$ cat src/design/brr_pkg.sv
// Package for the HTTP byte range resolver.
// Holds the result kind codes and the character constants of the parser.
// No dependencies.
package brr_pkg;

    typedef logic [1:0] t_kind;

    localparam t_kind KIND_FULL    = 2'd0;
    localparam t_kind KIND_PARTIAL = 2'd1;
    localparam t_kind KIND_UNSAT   = 2'd2;

    localparam int unsigned PREFIX_LEN = 6;

    typedef logic [7:0] t_char;
    typedef logic [2:0] t_prefix_idx;

    localparam t_char CHAR_DASH  = 8'h2D;
    localparam t_char CHAR_COMMA = 8'h2C;
    localparam t_char CHAR_ZERO  = 8'h30;
    localparam t_char CHAR_NINE  = 8'h39;

    // The literal "bytes=", one character per position.
    localparam t_char PREFIX_TEXT [PREFIX_LEN] = '{8'h62, 8'h79, 8'h74, 8'h65, 8'h73, 8'h3D};

endpackage

$ cat src/design/brr_if.sv
// Handshake channels of the HTTP byte range resolver: header characters in,
// resolutions out. Depends on brr_pkg for the character and kind types.
interface brr_in_if #(
    parameter int unsigned VALUE_WIDTH = 64
);
    logic                   valid;
    logic                   ready;
    brr_pkg::t_char         header_byte;
    logic                   no_byte;
    logic                   is_last;
    logic [VALUE_WIDTH-1:0] resource_size;

    modport source (output valid, header_byte, no_byte, is_last, resource_size, input ready);
    modport sink   (input valid, header_byte, no_byte, is_last, resource_size, output ready);
endinterface

interface brr_out_if #(
    parameter int unsigned VALUE_WIDTH = 64
);
    logic                   valid;
    logic                   ready;
    brr_pkg::t_kind         range_kind;
    logic [VALUE_WIDTH-1:0] range_start;
    logic [VALUE_WIDTH-1:0] range_length;

    modport source (output valid, range_kind, range_start, range_length, input ready);
    modport sink   (input valid, range_kind, range_start, range_length, output ready);
endinterface

$ cat src/design/http_byte_range_resolver_top.sv
// Top level of the HTTP byte range resolver.
// Depends on brr_pkg and on the channel interfaces in brr_if.sv.
//
// The block takes one character of a Range header value per word, in every
// cycle, and on the word marked is_last delivers one result word: full,
// partial or unsatisfiable, with start and length. The parse state is updated
// as each word is accepted; the resolution against resource_size is worked
// out from the parse registers into the output register once that register
// is free to take it. A new header may start in the very next word. Input is
// stalled only during reset, or while a finished result is held in the output
// register and a second one is waiting behind it, and for as long as the
// output is not taken.
module http_byte_range_resolver_top #(
    parameter int unsigned VALUE_WIDTH = 64
) (
    input  logic i_clk,
    input  logic i_rst_n,
    brr_in_if.sink    i_item,
    brr_out_if.source o_result
);
    import brr_pkg::*;

    localparam int unsigned VW = VALUE_WIDTH;

    typedef struct packed {
        t_prefix_idx   prefix_count;
        logic          prefix_mismatch;
        logic          dash_seen;
        logic          comma_seen;
        logic [VW-1:0] start_value;
        logic          start_has_digits;
        logic          start_malformed;
        logic [VW-1:0] end_value;
        logic          end_has_digits;
        logic          end_malformed;
    } t_parse_state;

    t_parse_state  r_state, n_state, base_state;
    logic          r_fin;
    logic [VW-1:0] r_size;
    logic          r_out_valid;
    t_kind         r_kind;
    logic [VW-1:0] r_start;
    logic [VW-1:0] r_length;

    logic          out_blocked;
    logic          fire_res;
    logic          accept;
    t_char         chr;
    logic          is_digit;
    logic [VW-1:0] digit_val;

    t_kind         res_kind;
    logic [VW-1:0] res_start;
    logic [VW-1:0] res_length;

    assign out_blocked  = r_out_valid && !o_result.ready;
    assign fire_res     = r_fin && !out_blocked;
    assign i_item.ready = i_rst_n && !(r_fin && out_blocked);
    assign accept       = i_item.valid && i_item.ready;

    assign chr       = i_item.header_byte;
    assign is_digit  = (chr >= CHAR_ZERO) && (chr <= CHAR_NINE);
    assign digit_val = VW'(chr[3:0]);

    // Parse update for one word. When a result leaves this cycle the word
    // belongs to the next header, so it starts from a cleared state.
    always_comb begin
        base_state = fire_res ? '0 : r_state;
        n_state    = base_state;
        if (!i_item.no_byte && !base_state.prefix_mismatch) begin
            if (base_state.prefix_count < t_prefix_idx'(PREFIX_LEN)) begin
                if (chr != PREFIX_TEXT[base_state.prefix_count]) begin
                    n_state.prefix_mismatch = 1'b1;
                end
                n_state.prefix_count = base_state.prefix_count + 3'd1;
            end else begin
                if (chr == CHAR_COMMA) begin
                    n_state.comma_seen = 1'b1;
                end
                if (!base_state.dash_seen) begin
                    if (chr == CHAR_DASH) begin
                        n_state.dash_seen = 1'b1;
                    end else if (is_digit) begin
                        n_state.start_value = {base_state.start_value[VW-4:0], 3'b000}
                                            + {base_state.start_value[VW-2:0], 1'b0}
                                            + digit_val;
                        n_state.start_has_digits = 1'b1;
                    end else begin
                        n_state.start_malformed = 1'b1;
                    end
                end else begin
                    if (is_digit) begin
                        n_state.end_value = {base_state.end_value[VW-4:0], 3'b000}
                                          + {base_state.end_value[VW-2:0], 1'b0}
                                          + digit_val;
                        n_state.end_has_digits = 1'b1;
                    end else begin
                        n_state.end_malformed = 1'b1;
                    end
                end
            end
        end
    end

    // Resolution of the completed header against the sampled size.
    logic          start_empty;
    logic          end_empty;
    logic [VW-1:0] size_last;
    logic [VW-1:0] last_idx;
    logic [VW-1:0] suffix_n;

    always_comb begin
        start_empty = !r_state.start_has_digits && !r_state.start_malformed;
        end_empty   = !r_state.end_has_digits && !r_state.end_malformed;
        size_last   = r_size - VW'(1);
        last_idx    = (!end_empty && (r_state.end_value < size_last)) ?
                      r_state.end_value : size_last;
        suffix_n    = (r_state.end_value < r_size) ? r_state.end_value : r_size;

        res_kind   = KIND_FULL;
        res_start  = '0;
        res_length = r_size;

        if (r_state.prefix_count < t_prefix_idx'(PREFIX_LEN) || r_state.prefix_mismatch ||
            r_state.comma_seen || !r_state.dash_seen) begin
            res_kind = KIND_FULL;
        end else if (r_size == '0) begin
            res_kind   = KIND_UNSAT;
            res_length = '0;
        end else if (start_empty) begin
            // Suffix form: the last N bytes.
            if (end_empty || r_state.end_malformed) begin
                res_kind = KIND_FULL;
            end else if (r_state.end_value == '0) begin
                res_kind   = KIND_UNSAT;
                res_length = '0;
            end else begin
                res_kind   = KIND_PARTIAL;
                res_start  = r_size - suffix_n;
                res_length = suffix_n;
            end
        end else if (r_state.start_malformed) begin
            res_kind = KIND_FULL;
        end else if (r_state.start_value >= r_size) begin
            res_kind   = KIND_UNSAT;
            res_length = '0;
        end else if (!end_empty && r_state.end_malformed) begin
            res_kind = KIND_FULL;
        end else if (last_idx < r_state.start_value) begin
            res_kind   = KIND_UNSAT;
            res_length = '0;
        end else begin
            res_kind   = KIND_PARTIAL;
            res_start  = r_state.start_value;
            res_length = last_idx - r_state.start_value + VW'(1);
        end
    end

    always_ff @(posedge i_clk) begin
        if (!i_rst_n) begin
            r_state <= '0;
            r_fin   <= 1'b0;
        end else if (accept) begin
            r_state <= n_state;
            r_fin   <= i_item.is_last;
        end else if (fire_res) begin
            r_state <= '0;
            r_fin   <= 1'b0;
        end
    end

    always_ff @(posedge i_clk) begin
        if (accept) begin
            r_size <= i_item.resource_size;
        end
    end

    always_ff @(posedge i_clk) begin
        if (!i_rst_n) begin
            r_out_valid <= 1'b0;
        end else if (fire_res) begin
            r_out_valid <= 1'b1;
        end else if (o_result.ready) begin
            r_out_valid <= 1'b0;
        end
    end

    always_ff @(posedge i_clk) begin
        if (fire_res) begin
            r_kind   <= res_kind;
            r_start  <= res_start;
            r_length <= res_length;
        end
    end

    assign o_result.valid        = r_out_valid;
    assign o_result.range_kind   = r_kind;
    assign o_result.range_start  = r_start;
    assign o_result.range_length = r_length;

endmodule
$ cat src/flat_wrapper.sv
// flat-port wrapper written by rule: the top's interface ports become plain ports
module http_byte_range_resolver_top_flat import brr_pkg::*;
#(
    parameter int unsigned VALUE_WIDTH = 64
)
  (i_clk, i_rst_n, i_item_valid, i_item_header_byte, i_item_no_byte, i_item_is_last, i_item_resource_size, i_item_ready, o_result_valid, o_result_range_kind, o_result_range_start, o_result_range_length, o_result_ready);
  brr_in_if #(.VALUE_WIDTH(VALUE_WIDTH)) i_item_i ();
  brr_out_if #(.VALUE_WIDTH(VALUE_WIDTH)) o_result_i ();
  input  logic i_clk;
  input  logic i_rst_n;
  input wire logic [$bits(i_item_i.valid)-1:0] i_item_valid;
  input wire logic [$bits(i_item_i.header_byte)-1:0] i_item_header_byte;
  input wire logic [$bits(i_item_i.no_byte)-1:0] i_item_no_byte;
  input wire logic [$bits(i_item_i.is_last)-1:0] i_item_is_last;
  input wire logic [$bits(i_item_i.resource_size)-1:0] i_item_resource_size;
  output wire logic [$bits(i_item_i.ready)-1:0] i_item_ready;
  output wire logic [$bits(o_result_i.valid)-1:0] o_result_valid;
  output wire logic [$bits(o_result_i.range_kind)-1:0] o_result_range_kind;
  output wire logic [$bits(o_result_i.range_start)-1:0] o_result_range_start;
  output wire logic [$bits(o_result_i.range_length)-1:0] o_result_range_length;
  input wire logic [$bits(o_result_i.ready)-1:0] o_result_ready;
  assign i_item_i.valid = i_item_valid;
  assign i_item_i.header_byte = i_item_header_byte;
  assign i_item_i.no_byte = i_item_no_byte;
  assign i_item_i.is_last = i_item_is_last;
  assign i_item_i.resource_size = i_item_resource_size;
  assign i_item_ready = i_item_i.ready;
  assign o_result_valid = o_result_i.valid;
  assign o_result_range_kind = o_result_i.range_kind;
  assign o_result_range_start = o_result_i.range_start;
  assign o_result_range_length = o_result_i.range_length;
  assign o_result_i.ready = o_result_ready;
  http_byte_range_resolver_top #(.VALUE_WIDTH(VALUE_WIDTH)) u_core (.i_clk(i_clk), .i_rst_n(i_rst_n), .i_item(i_item_i), .o_result(o_result_i));
endmodule
$ cat config.mk
export PLATFORM = sky130hd
export DESIGN_NAME = http_byte_range_resolver_top_flat
export DESIGN_NICKNAME = d
export VERILOG_FILES = /design/src/design/brr_pkg.sv /design/src/design/brr_if.sv /design/src/design/http_byte_range_resolver_top.sv /design/src/flat_wrapper.sv
export SDC_FILE = /design/constraint.sdc
export NUM_CORES = 2
export LEC_CHECK = 0
export BUFFER_PORTS_ARGS = -buffer_cell sky130_fd_sc_hd__clkbuf_2
export CAP_MARGIN = 25
export CELL_PAD_IN_SITES_DETAIL_PLACEMENT = 0
export CELL_PAD_IN_SITES_GLOBAL_PLACEMENT = 1
export CORE_UTILIZATION = 30
export DETAILED_ROUTE_END_ITERATION = 7
export GPL_ROUTABILITY_DRIVEN = 0
export GPL_TIMING_DRIVEN = 0
export HOLD_SLACK_MARGIN = 0.02
export PLACE_DENSITY_LB_ADDON = 0.1
export SYNTH_ARGS = -nofsm -noshare
export SYNTH_HDL_FRONTEND = slang
export SYNTH_SLANG_ARGS = --single-unit
$ cat constraint.sdc
create_clock -name i_clk -period 12.5 [get_ports i_clk]
set_input_delay 2.5 -clock i_clk [delete_from_list [all_inputs] [get_ports i_clk]]
set_output_delay 2.5 -clock i_clk [all_outputs]
set_load 0.03 [all_outputs]
==> results.yml <==
cts:
  cts-root-buf: "clkbuf_16"
  clkLatencyLatePin_ns: 0.63
  h-tree-depth: 2
  numCtsBuffers: 44
  cts_tree: "done"
  cts_num_sinks: 334
  cts_hold_buf: 0
  clk_pin_slew_worst_paths_ns: 0.06
  clockBufferDepth: 3
  cts_setup_buffers: 0
synthesis:
  syn-num-nets: 5771
  postSynth.asyncResetShare: 0
  synth_top_cells_by_area: "ha_1 (20%), edfxtp_1 (15%), dfxtp_1 (7.1%)"
  yosysTopAreaCell: "ha_1"
  syn_inst: 5026
  synth_top_area_frac: 0.198
  ys_ff_latch: 334
  ys_warn_count: 0
  syn_area_mm2: 0.0397
  postSynthAreaPerCell_um2: 7.90
  synth-edff-count: 194
  seq_area_frac_synth: 0.217
  synth_flop_cell: "edfxtp_1"
  synth_cell_types: 89
timing:
  fin_crit_sh: 0.986
  tightest_slew_ns: 1.18
  fin_setup_tns_ns: 0
  slew_headroom: 0.196
  finalHoldViolations: 0
  clock.fmax_ghz: 0.0811
  whs_ns: 0.490
  rsz0062_at_grt: "yes"
  finalCriticalPeriod_ns: 12.33
  layout_setup_ws_ns: 0.171
  fin_skew_ns: 0.0216
  maxSlewViolCount: 0
  final-setup-viol-count: 0
detailed_routing:
  vias: 40200
  drt-total-wl_um: 197000
  drc: 4
  ant_nets: 0
  wl_per_cell_um: 27.8
  drt_iter0_markers: 4327
  drt_pass1_iterations: 8
  viasPerCell: 5.67
hold_path:
  worstHoldStart: "u_core.r_fin"
  hp-class: "flop to flop"
  hold_depth: 2
  hold_end: "u_core.r_fin"
placed_design:
  post-place-ws_ns: 0.230
  dp_hpwl_um: 169000
  io_buffers: 208
floorplan:
  die_h_um: 366
  core_area_mm2: 0.131
  die_area_mm2: 0.134
  io_pins: 210
  initial_core_util: 0.302
  rows: 133
  die_w_um: 366
flow_run:
  cap_violations: 0
grt:
  use_met2: 0.407
  met1_usage: 0.426
  grt_max_degree: 51
  antenna_found_initial: 9
  grt_first_pass_wirelength_um: 279000
  first_global_vias: 38800
  grt_util_all_layers: 0.285
  grt_remaining_overflow: 0
  use_met3: 0.0518
  grt_busiest_layer: "met1"
run_status:
  failed_checks: "design-rule violations"
  run_status: "complete, but fails checks"
cells_and_area:
  drive_gt1_frac: 0.0712
  fillCellCount: 14200
  area_growth_pct: 13.1
  fin_util: 0.342
  final_common_cell: "ha_1"
  final_cell_mix: "ha_1 (630), a21oi_1 (531), nand2_1 (485)"
  nets: 6047
power:
  sequentialPowerShare: 0.380
  pwr-share-comb: 0.163
  sw_frac_of_total: 0.287
  p_total_uw: 3180
  clock_power_share: 0.458
  p_switching_uw: 911
  pwr_density_cell_mw_per_mm2: 70.7
  p_int_uw: 2270
  leakagePower_uw: 0.0197
  ir_drop_mv: 0.0805
critical_path:
  startpoint_type: "flop"
  slowest_delay_ns: 0.57
  r2r_start: "u_core.r_size[2]"
  r2r_end: "u_core.o_result.range_length[37]"
  crit_path_max_fanout: 10
  end_kind: "flop"
  r2r_cells: 38
  reg2reg_slack_ns: 0.17
  worstSetupPathType: "flop to flop"
  cp.required_ns: 12.74
  arrival_ns: 12.57
  crit_slowest_cell: "clkbuf_1"
## critical path: cells and delay by family, from the launching register on
family	cells	cell delay, ns
buf+inv	5	2.08
simple gates	13	3.70
xor+xnor	1	0.31
fa+ha+maj	3	0.93
compound gates	15	4.23
flops	1	0.45
mux	1	0.23
## cell families after synthesis
group                    after synthesis  share of synthesized area
adder cells (fa/ha/maj)              667                      0.217
flip-flops                           334                      0.217
XOR/XNOR                             295                     0.0651
buffers and inverters                542                     0.0520
AND/OR/NAND/NOR                     1537                      0.179
AO/OA/AOI/OAI                       1566                      0.247
multiplexers                          85                     0.0220
## cells in the mapped netlist, types with 10 or more instances
library cell / count
ha_1: 630
a21oi_1: 531
nand2_1: 485
nor2_1: 482
o21ai_0: 311
inv_1: 302
clkbuf_1: 205
xnor2_1: 203
edfxtp_1: 194
a21o_1: 187
dfxtp_1: 140
nand3_1: 106
nand4_1: 106
xor2_1: 92
nor3_1: 72
mux2i_1: 68
o21bai_1: 57
a22oi_1: 54
a31oi_1: 54
nor2b_1: 54
a221oi_1: 51
nand2b_1: 45
and3_1: 38
fa_1: 37
nor4_1: 37
a211oi_1: 35
o31ai_1: 32
o21a_1: 30
o211ai_1: 29
and2_1: 28
o22ai_1: 26
a211o_1: 24
buf_1: 20
or3_1: 19
mux2_2: 17
a41oi_1: 15
a221o_1: 13
a2111oi_0: 12
a22o_1: 12
o21ai_1: 12
or2_2: 12
buf_2: 11
or4_1: 10
## routing by layer
layer | share of wire | routed length (µm) | up-vias
met5 | 0.00028 | 55 | -
met4 | 0.033 | 6570 | 8
met3 | 0.080 | 15700 | 233
met2 | 0.40 | 79000 | 1582
met1 | 0.49 | 95700 | 19500
li1 | - | - | 18900
## flip-flops by register name, summed over array words and instances, names as in the netlist
name	cells
u_core.o_result.range_kind	2
u_core.o_result.range_length	64
u_core.o_result.range_start	64
u_core.o_result.valid	1
u_core.r_fin	1
u_core.r_size	64
u_core.r_state	138
## how the worst max path moves through the flow
stage	start	to	slack, ns
3_5_place_dp	u_core.r_size[2]	u_core.o_result.range_start[31]	0.23
6_report	u_core.r_size[2]	u_core.o_result.range_length[37]	0.17
3_3_place_gp	o_result_ready	u_core.r_state[129]	-1.84
2_1_floorplan	o_result_ready	u_core.r_state[129]	2.45
4_1_cts	u_core.r_size[2]	u_core.o_result.range_start[31]	0.18
5_1_grt	u_core.r_size[2]	u_core.o_result.range_length[63]	-0.02
## what timing repair did
action / 4_1_cts / 5_1_grt
endpoints found under the setup margin: 0 / 15
gates resized for setup: 0 / 9
endpoints found under the hold margin: 0 / 0
## through the flow
stage | std cells | area (µm²)
2_1_floorplan | 5026 | 39700
3_3_place_gp | 6989 | 43000
3_5_place_dp | 7010 | 43200
4_1_cts | 7091 | 44900
5_1_grt | 7092 | 44900
6_report | 7096 | 44900
## power groups by stage
stage / logic [µW] / registers [µW] / clock network (µW)
after floorplan: 321 / 1230 / 0
after global placement: 501 / 1230 / 0
after detailed placement: 502 / 1230 / 0
after CTS: 506 / 1210 / 1490
after global routing: 558 / 1210 / 1520
final: 517 / 1210 / 1450
## area by class of cell
type / instances / area (µm²) / area share
sequential: 334 / 8630 / 0.192
inverter: 303 / 1140 / 0.0253
timing repair buffer: 230 / 1310 / 0.0292
multi-input combinational: 4150 / 29100 / 0.647
clock inverter: 27 / 449 / 0.0100
antenna: 4 / 10.0 / 0.000223
clock buffer: 54 / 1190 / 0.0265
buffer: 239 / 937 / 0.0209
tap: 1755 / 2200 / 0.0489
Power figures use the tool's default switching activity.
